==> config.mk <==
export PLATFORM = sky130hd
export DESIGN_NAME = orbit_camera_position_flat
export DESIGN_NICKNAME = d
export VERILOG_FILES = /design/src/rtl/ocp_pkg.sv /design/src/rtl/ocp_if.sv /design/src/rtl/orbit_camera_position.sv /design/src/flat_wrapper.sv
export VERILOG_INCLUDE_DIRS = /design/src /design/src/rtl
export SDC_FILE = /design/constraint.sdc
export NUM_CORES = 2
export LEC_CHECK = 0
export ABC_AREA = 1
export BUFFER_PORTS_ARGS = -buffer_cell sky130_fd_sc_hd__buf_2
export CELL_PAD_IN_SITES_DETAIL_PLACEMENT = 1
export CELL_PAD_IN_SITES_GLOBAL_PLACEMENT = 1
export CORE_MARGIN = 3
export CORE_UTILIZATION = 53
export DETAILED_ROUTE_END_ITERATION = 8
export PLACE_DENSITY_LB_ADDON = 0.25
export SYNTH_ARGS = -nofsm -noshare
export SYNTH_HDL_FRONTEND = slang
export SYNTH_SLANG_ARGS = --single-unit
==> constraint.sdc <==
create_clock -name i_clk -period 22.7 [get_ports i_clk]
set_input_delay 1.135 -clock i_clk [delete_from_list [all_inputs] [get_ports i_clk]]
set_output_delay 1.135 -clock i_clk [all_outputs]
set_load 0.05 [all_outputs]
==> src/rtl/assert_macros.svh <==
// Assertion macros shared by the RTL of the orbit camera block.
// Each macro expects i_clk and i_rst_n in scope; no other dependencies.
`ifndef ASSERT_MACROS_SVH
`define ASSERT_MACROS_SVH

// Property that must hold on every clock edge out of reset
`define ASSERT_ALWAYS(lbl, prop, msg) \
    lbl: assert property (@(posedge i_clk) disable iff (!i_rst_n) (prop)) \
        else $error(msg);

// Same-cycle implication
`define ASSERT_IMP(lbl, ante, cons, msg) \
    lbl: assert property (@(posedge i_clk) disable iff (!i_rst_n) (ante) |-> (cons)) \
        else $error(msg);

// Next-cycle implication
`define ASSERT_NEXT(lbl, ante, cons, msg) \
    lbl: assert property (@(posedge i_clk) disable iff (!i_rst_n) (ante) |=> (cons)) \
        else $error(msg);

`endif

==> src/rtl/ocp_pkg.sv <==
// Package for the orbit camera block: field widths, shared types,
// register indexes, CORDIC constants and the arctangent table. No dependencies.
package ocp_pkg;

    // Field and register widths
    localparam int DELTA_W    = 16;
    localparam int POS_W      = 17;
    localparam int SENS_W     = 10;
    localparam int RADIUS_W   = 16;
    localparam int CFG_IDX_W  = 8;
    localparam int CFG_DATA_W = 16;

    // Datapath widths
    localparam int TRIG_W     = 32;
    localparam int MUL_A_W    = 32;
    localparam int MUL_B_W    = 18;
    localparam int PROD_W     = MUL_A_W + MUL_B_W;
    localparam int BASE_W     = 34;
    localparam int ACC_W      = 34;
    localparam int TAB_LEN    = 24;
    localparam int TAB_IDX_W  = 5;
    localparam int ANG_SHIFT  = 20;

    typedef logic signed [DELTA_W-1:0]  t_delta;
    typedef logic signed [POS_W-1:0]    t_pos;
    typedef logic        [SENS_W-1:0]   t_sens;
    typedef logic        [RADIUS_W-1:0] t_radius;
    typedef logic        [CFG_IDX_W-1:0]  t_cfg_idx;
    typedef logic        [CFG_DATA_W-1:0] t_cfg_data;
    typedef logic signed [TRIG_W-1:0]   t_trig;
    typedef logic signed [MUL_A_W-1:0]  t_mul_a;
    typedef logic signed [MUL_B_W-1:0]  t_mul_b;
    typedef logic signed [PROD_W-1:0]   t_prod;
    typedef logic signed [BASE_W-1:0]   t_base;
    typedef logic signed [ACC_W-1:0]    t_acc;

    // Register indexes
    localparam t_cfg_idx CFG_SENSITIVITY  = 8'd0;
    localparam t_cfg_idx CFG_ORBIT_RADIUS = 8'd1;

    // Register reset values
    localparam t_sens   SENS_RESET   = 10'd90;
    localparam t_radius RADIUS_RESET = 16'd2880;

    // CORDIC gain in Q30 and angle limits in 2^-20 degree
    localparam t_trig CORDIC_K    = 32'sd652032874;
    localparam t_trig ANG_FULL    = 32'sd377487360;
    localparam t_trig ANG_HALF    = 32'sd188743680;
    localparam t_trig ANG_QUARTER = 32'sd94371840;

    // atan(2^-i) in 2^-20 degree
    localparam t_trig ATAN_TAB [TAB_LEN] = '{
        32'sd47185920, 32'sd27855475, 32'sd14718068, 32'sd7471121,
        32'sd3750058,  32'sd1876857,  32'sd938658,   32'sd469357,
        32'sd234682,   32'sd117342,   32'sd58671,    32'sd29335,
        32'sd14668,    32'sd7334,     32'sd3667,     32'sd1833,
        32'sd917,      32'sd458,      32'sd229,      32'sd115,
        32'sd57,       32'sd29,       32'sd14,       32'sd7
    };

endpackage

==> src/rtl/ocp_if.sv <==
// Channel interfaces of the orbit camera block: input deltas, result
// positions and register writes. Depends on ocp_pkg.
interface ocp_in_if;
    import ocp_pkg::*;
    logic   valid;
    logic   ready;
    t_delta delta_azimuth;
    t_delta delta_elevation;
    modport source (output valid, delta_azimuth, delta_elevation, input ready);
    modport sink   (input valid, delta_azimuth, delta_elevation, output ready);
endinterface

interface ocp_out_if;
    import ocp_pkg::*;
    logic valid;
    logic ready;
    t_pos pos_x;
    t_pos pos_y;
    t_pos pos_z;
    modport source (output valid, pos_x, pos_y, pos_z, input ready);
    modport sink   (input valid, pos_x, pos_y, pos_z, output ready);
endinterface

interface ocp_cfg_if;
    import ocp_pkg::*;
    logic      valid;
    logic      ready;
    t_cfg_idx  index;
    t_cfg_data data;
    modport source (output valid, index, data, input ready);
    modport sink   (input valid, index, data, output ready);
endinterface

==> src/rtl/orbit_camera_position.sv <==
// Orbit camera position: accumulates scaled angle deltas, emits x/y/z on a sphere.
// Each item runs one CORDIC stage for azimuth then elevation, plus a 32x18 multiplier used
// 8 times. A new item is taken only once the last result is handed to the output register;
// a finished result waits in the output register while the next item is worked. Sync
// active-low reset restores sens 90, radius 180.0, azimuth 35 deg, elevation 40 deg.
// Needs ocp_pkg, ocp_if, assert_macros.svh.
`include "assert_macros.svh"

module orbit_camera_position #(
    parameter int FRAC_BITS       = 7,
    parameter int TRIG_ITERATIONS = 16
) (
    input  logic             i_clk,
    input  logic             i_rst_n,
    ocp_in_if.sink           i_in,
    ocp_out_if.source        o_out,
    ocp_cfg_if.sink          i_cfg
);
    import ocp_pkg::*;

    // Angle ranges and widths
    localparam int LIM_AZ = 360 << FRAC_BITS;
    localparam int LIM_EL = (899 << FRAC_BITS) / 10;
    localparam int AZ_W   = $clog2(LIM_AZ + 1) + 1;
    localparam int EL_W   = $clog2(LIM_EL + 1) + 1;
    localparam int SC_W   = 19;
    localparam int WIDE_W = ((AZ_W > SC_W) ? AZ_W : SC_W) + 2;
    localparam int IT_W   = $clog2(TRIG_ITERATIONS);
    localparam int ZSH    = ANG_SHIFT - FRAC_BITS;
    localparam int SPLIT  = MUL_B_W - 1;

    typedef logic signed [AZ_W-1:0]   t_az;
    typedef logic signed [EL_W-1:0]   t_el;
    typedef logic signed [WIDE_W-1:0] t_wide;
    typedef logic        [IT_W-1:0]   t_iter;

    localparam t_wide LIM_AZ_W = t_wide'(LIM_AZ);
    localparam t_wide LIM_EL_W = t_wide'(LIM_EL);
    localparam t_az   AZ_RESET = t_az'(35 << FRAC_BITS);
    localparam t_el   EL_RESET = t_el'(40 << FRAC_BITS);
    localparam t_iter IT_LAST  = t_iter'(TRIG_ITERATIONS - 1);

    localparam t_prod RND8  = t_prod'(128);
    localparam t_prod RND14 = t_prod'(1) << 13;
    localparam t_prod RND30 = t_prod'(1) << 29;
    localparam t_prod RND45 = t_prod'(1) << 45;
    localparam t_prod OUT_HI = t_prod'(65535);
    localparam t_prod OUT_LO = -t_prod'(65535);

    typedef enum logic [14:0] {
        S_IDLE   = 15'h0001,
        S_MUL_A  = 15'h0002,
        S_MUL_E  = 15'h0004,
        S_UPD_E  = 15'h0008,
        S_WRAP   = 15'h0010,
        S_FOLD   = 15'h0020,
        S_ITER   = 15'h0040,
        S_MUL_B  = 15'h0080,
        S_MUL_Y  = 15'h0100,
        S_MUL_XL = 15'h0200,
        S_MUL_XH = 15'h0400,
        S_MUL_ZL = 15'h0800,
        S_MUL_ZH = 15'h1000,
        S_FIN_Z  = 15'h2000,
        S_DONE   = 15'h4000
    } t_state;

    // Clamp a wide result to the Q12.4 output range
    function automatic t_pos sat_pos(input t_prod v);
        if (v > OUT_HI) begin
            return t_pos'(OUT_HI);
        end else if (v < OUT_LO) begin
            return t_pos'(OUT_LO);
        end
        return t_pos'(v);
    endfunction

    // Control registers
    t_state  r_state,     n_state;
    t_sens   r_sens,      n_sens;
    t_radius r_radius,    n_radius;
    t_az     r_az,        n_az;
    t_el     r_el,        n_el;
    logic    r_out_valid, n_out_valid;
    logic    r_sel_el,    n_sel_el;
    t_iter   r_iter,      n_iter;

    // Payload registers
    t_delta  r_din_a,  n_din_a;
    t_delta  r_din_e,  n_din_e;
    t_trig   r_x,      n_x;
    t_trig   r_y,      n_y;
    t_trig   r_z,      n_z;
    logic    r_neg,    n_neg;
    t_trig   r_sa,     n_sa;
    t_trig   r_ca,     n_ca;
    t_trig   r_se,     n_se;
    t_trig   r_ce,     n_ce;
    t_prod   r_prod;
    t_base   r_base,   n_base;
    t_acc    r_acc,    n_acc;
    t_pos    r_px,     n_px;
    t_pos    r_py,     n_py;
    t_pos    r_pz,     n_pz;
    t_pos    r_out_x,  n_out_x;
    t_pos    r_out_y,  n_out_y;
    t_pos    r_out_z,  n_out_z;

    // Datapath wires
    t_mul_a mul_a;
    t_mul_b mul_b;
    t_prod  mul_p;
    t_wide  sc_w;
    t_wide  da_sat;
    t_wide  az_sum;
    t_wide  el_sum;
    t_az    ang_sel;
    t_trig  z_conv;
    t_trig  cx_shift;
    t_trig  cy_shift;
    t_trig  c_atan;
    t_trig  c_x;
    t_trig  c_y;
    t_trig  c_z;

    // Handshake ports
    assign i_in.ready  = (r_state == S_IDLE);
    assign i_cfg.ready = 1'b1;
    assign o_out.valid = r_out_valid;
    assign o_out.pos_x = r_out_x;
    assign o_out.pos_y = r_out_y;
    assign o_out.pos_z = r_out_z;

    // Shared multiplier operand select
    always_comb begin
        mul_a = '0;
        mul_b = '0;
        case (r_state)
            S_MUL_A: begin
                mul_a = t_mul_a'(r_din_a);
                mul_b = t_mul_b'(r_sens);
            end
            S_MUL_E: begin
                mul_a = t_mul_a'(r_din_e);
                mul_b = t_mul_b'(r_sens);
            end
            S_MUL_B: begin
                mul_a = r_ce;
                mul_b = t_mul_b'(r_radius);
            end
            S_MUL_Y: begin
                mul_a = r_se;
                mul_b = t_mul_b'(r_radius);
            end
            S_MUL_XL: begin
                mul_a = r_sa;
                mul_b = {1'b0, r_base[SPLIT-1:0]};
            end
            S_MUL_XH: begin
                mul_a = r_sa;
                mul_b = {r_base[BASE_W-1], r_base[BASE_W-1:SPLIT]};
            end
            S_MUL_ZL: begin
                mul_a = r_ca;
                mul_b = {1'b0, r_base[SPLIT-1:0]};
            end
            S_MUL_ZH: begin
                mul_a = r_ca;
                mul_b = {r_base[BASE_W-1], r_base[BASE_W-1:SPLIT]};
            end
            default: begin
                mul_a = '0;
                mul_b = '0;
            end
        endcase
    end

    assign mul_p = mul_a * mul_b;

    // Delta scaling: round to nearest, ties up
    assign sc_w = t_wide'((r_prod + RND8) >>> 8);

    // Azimuth: saturate the delta, add, wrap once
    always_comb begin
        if (sc_w > LIM_AZ_W) begin
            da_sat = LIM_AZ_W;
        end else if (sc_w < -LIM_AZ_W) begin
            da_sat = -LIM_AZ_W;
        end else begin
            da_sat = sc_w;
        end
        az_sum = t_wide'(r_az) + da_sat;
        if (az_sum > LIM_AZ_W) begin
            az_sum = az_sum - LIM_AZ_W;
        end else if (az_sum < -LIM_AZ_W) begin
            az_sum = az_sum + LIM_AZ_W;
        end
    end

    // Elevation: add and clamp
    always_comb begin
        el_sum = t_wide'(r_el) + sc_w;
        if (el_sum > LIM_EL_W) begin
            el_sum = LIM_EL_W;
        end else if (el_sum < -LIM_EL_W) begin
            el_sum = -LIM_EL_W;
        end
    end

    // Angle to 2^-20 degree units
    assign ang_sel = r_sel_el ? t_az'(r_el) : r_az;
    assign z_conv  = t_trig'(ang_sel) <<< ZSH;

    // One CORDIC rotation step
    assign cx_shift = r_y >>> r_iter;
    assign cy_shift = r_x >>> r_iter;
    assign c_atan   = ATAN_TAB[TAB_IDX_W'(r_iter)];
    always_comb begin
        if (r_z >= 0) begin
            c_x = r_x - cx_shift;
            c_y = r_y + cy_shift;
            c_z = r_z - c_atan;
        end else begin
            c_x = r_x + cx_shift;
            c_y = r_y - cy_shift;
            c_z = r_z + c_atan;
        end
    end

    // Sequencer and next values
    always_comb begin
        n_state     = r_state;
        n_sens      = r_sens;
        n_radius    = r_radius;
        n_az        = r_az;
        n_el        = r_el;
        n_out_valid = r_out_valid && !o_out.ready;
        n_sel_el    = r_sel_el;
        n_iter      = r_iter;
        n_din_a     = r_din_a;
        n_din_e     = r_din_e;
        n_x         = r_x;
        n_y         = r_y;
        n_z         = r_z;
        n_neg       = r_neg;
        n_sa        = r_sa;
        n_ca        = r_ca;
        n_se        = r_se;
        n_ce        = r_ce;
        n_base      = r_base;
        n_acc       = r_acc;
        n_px        = r_px;
        n_py        = r_py;
        n_pz        = r_pz;
        n_out_x     = r_out_x;
        n_out_y     = r_out_y;
        n_out_z     = r_out_z;

        // Register writes
        if (i_cfg.valid) begin
            case (i_cfg.index)
                CFG_SENSITIVITY:  n_sens   = i_cfg.data[SENS_W-1:0];
                CFG_ORBIT_RADIUS: n_radius = i_cfg.data[RADIUS_W-1:0];
                default: ;
            endcase
        end

        case (r_state)
            S_IDLE: begin
                if (i_in.valid) begin
                    n_din_a = i_in.delta_azimuth;
                    n_din_e = i_in.delta_elevation;
                    n_state = S_MUL_A;
                end
            end
            S_MUL_A: n_state = S_MUL_E;
            S_MUL_E: begin
                n_az    = t_az'(az_sum);
                n_state = S_UPD_E;
            end
            S_UPD_E: begin
                n_el     = t_el'(el_sum);
                n_sel_el = 1'b0;
                n_state  = S_WRAP;
            end
            S_WRAP: begin
                if (z_conv > ANG_HALF) begin
                    n_z = z_conv - ANG_FULL;
                end else if (z_conv < -ANG_HALF) begin
                    n_z = z_conv + ANG_FULL;
                end else begin
                    n_z = z_conv;
                end
                n_state = S_FOLD;
            end
            S_FOLD: begin
                // Fold into +-90 degrees, cosine sign flips
                if (r_z > ANG_QUARTER) begin
                    n_z   = ANG_HALF - r_z;
                    n_neg = 1'b1;
                end else if (r_z < -ANG_QUARTER) begin
                    n_z   = -ANG_HALF - r_z;
                    n_neg = 1'b1;
                end else begin
                    n_neg = 1'b0;
                end
                n_x     = CORDIC_K;
                n_y     = '0;
                n_iter  = '0;
                n_state = S_ITER;
            end
            S_ITER: begin
                n_x    = c_x;
                n_y    = c_y;
                n_z    = c_z;
                n_iter = r_iter + t_iter'(1);
                if (r_iter == IT_LAST) begin
                    if (!r_sel_el) begin
                        n_sa     = c_y;
                        n_ca     = r_neg ? -c_x : c_x;
                        n_sel_el = 1'b1;
                        n_state  = S_WRAP;
                    end else begin
                        n_se    = c_y;
                        n_ce    = r_neg ? -c_x : c_x;
                        n_state = S_MUL_B;
                    end
                end
            end
            S_MUL_B: n_state = S_MUL_Y;
            S_MUL_Y: begin
                n_base  = t_base'((r_prod + RND14) >>> 14);
                n_state = S_MUL_XL;
            end
            S_MUL_XL: begin
                n_py    = sat_pos((r_prod + RND30) >>> 30);
                n_state = S_MUL_XH;
            end
            S_MUL_XH: begin
                n_acc   = t_acc'((r_prod + RND45) >>> SPLIT);
                n_state = S_MUL_ZL;
            end
            S_MUL_ZL: begin
                n_px    = sat_pos((r_prod + t_prod'(r_acc)) >>> 29);
                n_state = S_MUL_ZH;
            end
            S_MUL_ZH: begin
                n_acc   = t_acc'((r_prod + RND45) >>> SPLIT);
                n_state = S_FIN_Z;
            end
            S_FIN_Z: begin
                n_pz    = sat_pos((r_prod + t_prod'(r_acc)) >>> 29);
                n_state = S_DONE;
            end
            S_DONE: begin
                // Hand off once the output register is free
                if (!r_out_valid || o_out.ready) begin
                    n_out_x     = r_px;
                    n_out_y     = r_py;
                    n_out_z     = r_pz;
                    n_out_valid = 1'b1;
                    n_state     = S_IDLE;
                end
            end
            default: n_state = S_IDLE;
        endcase
    end

    // Control state
    always_ff @(posedge i_clk) begin
        if (!i_rst_n) begin
            r_state     <= S_IDLE;
            r_sens      <= SENS_RESET;
            r_radius    <= RADIUS_RESET;
            r_az        <= AZ_RESET;
            r_el        <= EL_RESET;
            r_out_valid <= 1'b0;
            r_sel_el    <= 1'b0;
            r_iter      <= '0;
        end else begin
            r_state     <= n_state;
            r_sens      <= n_sens;
            r_radius    <= n_radius;
            r_az        <= n_az;
            r_el        <= n_el;
            r_out_valid <= n_out_valid;
            r_sel_el    <= n_sel_el;
            r_iter      <= n_iter;
        end
    end

    // Payload
    always_ff @(posedge i_clk) begin
        r_din_a <= n_din_a;
        r_din_e <= n_din_e;
        r_x     <= n_x;
        r_y     <= n_y;
        r_z     <= n_z;
        r_neg   <= n_neg;
        r_sa    <= n_sa;
        r_ca    <= n_ca;
        r_se    <= n_se;
        r_ce    <= n_ce;
        r_prod  <= mul_p;
        r_base  <= n_base;
        r_acc   <= n_acc;
        r_px    <= n_px;
        r_py    <= n_py;
        r_pz    <= n_pz;
        r_out_x <= n_out_x;
        r_out_y <= n_out_y;
        r_out_z <= n_out_z;
    end

    // Checks
    `ASSERT_NEXT(a_accept_starts, i_in.valid && i_in.ready, r_state == S_MUL_A, "accepted item did not start the sequence")
    `ASSERT_ALWAYS(a_az_range, (t_wide'(r_az) <= LIM_AZ_W) && (t_wide'(r_az) >= -LIM_AZ_W), "azimuth out of range")
    `ASSERT_ALWAYS(a_el_range, (t_wide'(r_el) <= LIM_EL_W) && (t_wide'(r_el) >= -LIM_EL_W), "elevation out of range")
    `ASSERT_NEXT(a_result_waits, (r_state == S_DONE) && r_out_valid && !o_out.ready, r_state == S_DONE, "result overwrote a pending item")

endmodule
==> src/flat_wrapper.sv <==
// flat-port wrapper written by rule: the top's interface ports become plain ports
module orbit_camera_position_flat import ocp_pkg::*;
#(
    parameter int FRAC_BITS       = 7,
    parameter int TRIG_ITERATIONS = 16
)
  (i_clk, i_rst_n, i_in_valid, i_in_delta_azimuth, i_in_delta_elevation, i_in_ready, o_out_valid, o_out_pos_x, o_out_pos_y, o_out_pos_z, o_out_ready, i_cfg_valid, i_cfg_index, i_cfg_data, i_cfg_ready);
  ocp_in_if i_in_i ();
  ocp_out_if o_out_i ();
  ocp_cfg_if i_cfg_i ();
  input  logic i_clk;
  input  logic i_rst_n;
  input wire logic [$bits(i_in_i.valid)-1:0] i_in_valid;
  input wire logic [$bits(i_in_i.delta_azimuth)-1:0] i_in_delta_azimuth;
  input wire logic [$bits(i_in_i.delta_elevation)-1:0] i_in_delta_elevation;
  output wire logic [$bits(i_in_i.ready)-1:0] i_in_ready;
  output wire logic [$bits(o_out_i.valid)-1:0] o_out_valid;
  output wire logic [$bits(o_out_i.pos_x)-1:0] o_out_pos_x;
  output wire logic [$bits(o_out_i.pos_y)-1:0] o_out_pos_y;
  output wire logic [$bits(o_out_i.pos_z)-1:0] o_out_pos_z;
  input wire logic [$bits(o_out_i.ready)-1:0] o_out_ready;
  input wire logic [$bits(i_cfg_i.valid)-1:0] i_cfg_valid;
  input wire logic [$bits(i_cfg_i.index)-1:0] i_cfg_index;
  input wire logic [$bits(i_cfg_i.data)-1:0] i_cfg_data;
  output wire logic [$bits(i_cfg_i.ready)-1:0] i_cfg_ready;
  assign i_in_i.valid = i_in_valid;
  assign i_in_i.delta_azimuth = i_in_delta_azimuth;
  assign i_in_i.delta_elevation = i_in_delta_elevation;
  assign i_in_ready = i_in_i.ready;
  assign o_out_valid = o_out_i.valid;
  assign o_out_pos_x = o_out_i.pos_x;
  assign o_out_pos_y = o_out_i.pos_y;
  assign o_out_pos_z = o_out_i.pos_z;
  assign o_out_i.ready = o_out_ready;
  assign i_cfg_i.valid = i_cfg_valid;
  assign i_cfg_i.index = i_cfg_index;
  assign i_cfg_i.data = i_cfg_data;
  assign i_cfg_ready = i_cfg_i.ready;
  orbit_camera_position #(.FRAC_BITS(FRAC_BITS), .TRIG_ITERATIONS(TRIG_ITERATIONS)) u_core (.i_clk(i_clk), .i_rst_n(i_rst_n), .i_in(i_in_i), .o_out(o_out_i), .i_cfg(i_cfg_i));
endmodule
==> metrics.log <==
INFO  metric worst_path_largest_cell_delay = 0.83 ns
INFO  metric gr-usage-all-layers = 37.8%
INFO  metric die-width = 342 µm
INFO  metric mux_cell_area_share_after_synthesis = 0.824%
INFO  metric clock_share_of_power = 31.1%
INFO  metric post_synth_num_cell_types = 81
INFO  metric busiest_metal_layer_after_global_routing = met2
INFO  metric combinationalPowerShare = 35.9%
INFO  metric cts_made_buffers = 69
INFO  metric timing.fmax = 102 MHz
INFO  metric clock-sinks = 555
INFO  metric worst-slew-pin-transition = 1.18 ns
INFO  metric final.period_utilization = 43.3%
INFO  metric core_box_area = 111000 µm²
INFO  metric yosys_warnings = 0
INFO  metric wl_per_cell = 24.0 µm
INFO  metric vias_in_the_first_global_route = 59200
INFO  metric numPortBuffers = 113
INFO  metric arr_time_crit_path = 10.33 ns
INFO  metric synth_async_sr_flop_share = 0%
INFO  metric post_synth_fa_ha_maj_area_fraction = 25.6%
INFO  metric p_leak = 30.5 nW
INFO  metric use_met1 = 44.8%
INFO  metric crit_top_cell = fa_1
INFO  metric synth-main-ff-cell = edfxtp_1
INFO  metric combinational_family_with_the_most_area_after_synthesis = adder cells
INFO  metric area_growth_syn_to_layout = 7.34%
INFO  metric grt_max_degree = 78
INFO  metric clkTransAtPathRegs = 0.06 ns
INFO  metric synth_top_area_share = 21.4%
INFO  metric crit_required = 23.20 ns
INFO  metric routabilityCongestion = 1.01
INFO  metric p_per_area = 60.0 nW/µm²
INFO  metric dr_vias = 54400
INFO  metric worst_clock_skew = 0.0520 ns
INFO  metric globalRouteMet3Util = 5.81%
INFO  metric timing.critical_path.from_type = register
INFO  metric worst_slew_margin_rel = 20.9%
INFO  metric cts_tree = built
INFO  metric rsz0062_at_grt = no
INFO  metric yosys-top-cells-count = 1678 x nand2_1, 1468 x inv_1, 732 x nor2_1
INFO  metric seq_area_frac_synth = 25.7%
INFO  metric synth_simple_gate_area_share = 20.6%
INFO  metric yosys.area.top_type = edfxtp_1
INFO  metric synth_compound_area_share = 11.0%
INFO  metric drc = 0
INFO  metric post_synth_inst_count = 7648
INFO  metric swShare = 40.4%
INFO  metric finish.utilization = 57.7%
INFO  metric antenna_found_initial = 6
INFO  metric met2_usage = 65.1%
INFO  metric drt_iter0_markers = 4089
INFO  metric cts_setup_buffers = 0
INFO  metric cts-root-buf = clkbuf_16
INFO  metric setup_viol = 0
INFO  metric cellInternalPower = 2.29 mW
INFO  metric synth.most_common_cell = nand2_1
INFO  metric worst_ir_drop_vdd = 63.6 µV
INFO  metric critical_path.slowest_cell = clkinv_1
INFO  metric routed_via_density = 5.89
INFO  metric clock_insertion_delay_worst_skew = 0.68 ns
INFO  metric setup.worst_path.class = register to register
INFO  metric drive_above_1_share = 6.01%
INFO  metric number_of_nets_with_antenna_violations_after_routing = 0
INFO  metric final.min_clock_period = 9.83 ns
INFO  metric die_y = 342 µm
INFO  metric synth-edff-count = 426
INFO  metric hp-class = register to register
INFO  metric outcome = complete, no violations
INFO  metric cts_hold_repair.buffers = 0
INFO  metric timing_max_transition_violations_final = 0
INFO  metric post_cts.resized_instances = 0
INFO  metric worst_path_dominant_cell_family = adder cells
INFO  metric multi_input_area = 37800 µm²
INFO  metric route.final.wire_length = 222 mm
INFO  metric design.die.area = 117000 µm²
INFO  metric cts-root-to-sink-buffers = 3
INFO  metric drt_pass1_iterations = 6
INFO  metric synth_area_leaders = edfxtp_1 21%, fa_1 19%, nand2_1 11%, inv_1 9.2%, ha_1 6.9%
INFO  metric final.fill_count = 13900
INFO  metric cp_num_buf_inv = 8
INFO  metric number_of_nets_in_the_final_layout = 8647
INFO  metric worst_setup_path_end_kind = register
INFO  metric finalHoldViolations = 0
INFO  metric p_switching = 1.56 mW
INFO  metric mappedNetlistNets = 8598
INFO  metric yosys_reg_bits = 555
INFO  metric pwr-share-seq = 33.0%
INFO  metric grt_remaining_overflow = 0
INFO  metric sequential_area = 15400 µm²
INFO  metric cap_violations = 0
INFO  metric reg2reg_depth = 31
INFO  metric floorplan.initialDensity = 53.8%
INFO  metric grt_first_pass_wirelength = 340 mm
INFO  metric syn_avg_cell_area = 7.82 µm²
INFO  metric io-pin-count = 115
INFO  metric worst-path-max-fanout = 51
INFO  metric place.detailed.hpwl = 176 mm
INFO  metric yosys.area_share.xor_xnor = 5.05%
INFO  metric htree_levels = 3
INFO  metric synth_area = 59800 µm²
INFO  metric setup_total_negative_slack = 0 ns
INFO  metric core.rowCount = 122
INFO  metric whs_path_depth = 0
INFO  metric crit_cells = 31
## state kept, by name (all words and copies together), names as in the netlist, 32 cells and up
name and count:
u_core.r_ce 32, u_core.r_ca 32, u_core.r_x 32, u_core.r_z 32, u_core.r_prod 50, u_core.r_base 34
u_core.r_acc 33, u_core.r_y 32, u_core.r_se 32, u_core.r_sa 32
## final cells by class
class                           instances  area share [%]
Inverter                             1505            8.80
Timing Repair Buffer                  186            1.73
Tap cell                             1488            2.90
Clock inverter                         37           0.836
Clock buffer                           88            2.90
Sequential cell                       555            23.9
Antenna cell                            3          0.0117
Multi-Input combinational cell       5380            58.9
## path summary, 6_finish.rpt
kind | from | end | slack [ns]
hold reg to reg | u_core.r_pz[11] | u_core.o_out.pos_z[11] | 0.42
hold / removal | u_core.r_pz[11] | u_core.o_out.pos_z[11] | 0.42
setup reg to reg | u_core.r_state[2] | u_core.r_prod[32] | 12.87
setup / recovery | u_core.r_state[2] | u_core.r_prod[32] | 12.87
## worst reg2reg max path: cells and delay by family, from the launching register on
family / cells / cell delay, ns
adder cells (fa/ha/maj): 7 / 3.55
AO/OA/AOI/OAI: 7 / 1.90
buffers and inverters: 8 / 2.18
AND/OR/NAND/NOR: 8 / 1.55
flip-flops: 1 / 0.35
XOR/XNOR: 1 / 0.18
## routing by layer
metal  vias up  wire length (µm)  part of all wire, %
met5         -                13               0.0059
met4         2             15100                  6.8
met3       795             14900                  6.7
met2      2210            108000                   49
met1     27000             84000                   38
li1      24400                 -                    -
## power groups by stage
stage | registers, mW | logic [mW] | clock network, mW
global placement | 1.29 | 1.28 | 0
global route | 1.27 | 1.51 | 1.24
detailed placement | 1.29 | 1.34 | 0
CTS | 1.27 | 1.36 | 1.21
floorplan | 1.28 | 0.886 | 0
finish | 1.27 | 1.38 | 1.20
## cells by family (layout without fill, tap and decap cells)
group | after synthesis | count (layout)
buf+inv | 1713 | 1816
other cells | 1 | 4
mux | 48 | 48
fa+ha+maj | 889 | 889
flops | 555 | 555
compound gates | 1135 | 1135
simple gates | 2968 | 2968
xor+xnor | 339 | 339
## through the flow
step	instance area, µm²	instances	setup WS (ns)	power [mW]	hold slack (ns)
after floorplan	59800	7648	15.01	2.17	0.400
after global placement	61800	9114	13.60	2.57	0.402
after detailed placement	61800	9114	13.17	2.63	0.406
after CTS	64200	9239	13.00	3.83	0.419
after global routing	64200	9239	12.42	4.02	0.432
final	64200	9242	12.87	3.85	0.419
## cells in the final DEF, fill, tap and decap left out, types with 15 or more instances in the layout
| cell type | synthesis | routed |
|---|---|---|
| nand2_1 | 1678 | 1676 |
| inv_1 | 1468 | 1468 |
| nor2_1 | 732 | 728 |
| fa_1 | 558 | 558 |
| edfxtp_1 | 426 | 426 |
| a21oi_1 | 395 | 394 |
| ha_1 | 331 | 331 |
| o21ai_0 | 316 | 316 |
| xor2_1 | 247 | 247 |
| nand3_1 | 230 | 230 |
| o21ai_1 | 125 | 125 |
| dfxtp_1 | 129 | 125 |
| buf_2 | 94 | 113 |
| nand4_1 | 87 | 87 |
| xnor2_1 | 85 | 85 |
| nor3_1 | 79 | 78 |
| buf_4 | 18 | 73 |
| clkbuf_16 | 0 | 71 |
| a31oi_1 | 52 | 52 |
| mux2i_1 | 47 | 47 |
| nor4_1 | 37 | 36 |
| o211ai_1 | 27 | 27 |
| inv_2 | 25 | 26 |
| o21bai_1 | 22 | 22 |
| nand2_2 | 20 | 22 |
| a21o_1 | 22 | 22 |
| o221ai_1 | 22 | 22 |
| o21a_1 | 21 | 21 |
| a221oi_1 | 19 | 19 |
| o21ai_2 | 18 | 18 |
| nand3b_1 | 17 | 17 |
| nor2_2 | 16 | 16 |
| or2_2 | 15 | 15 |
(Power assumes the default switching activity.)
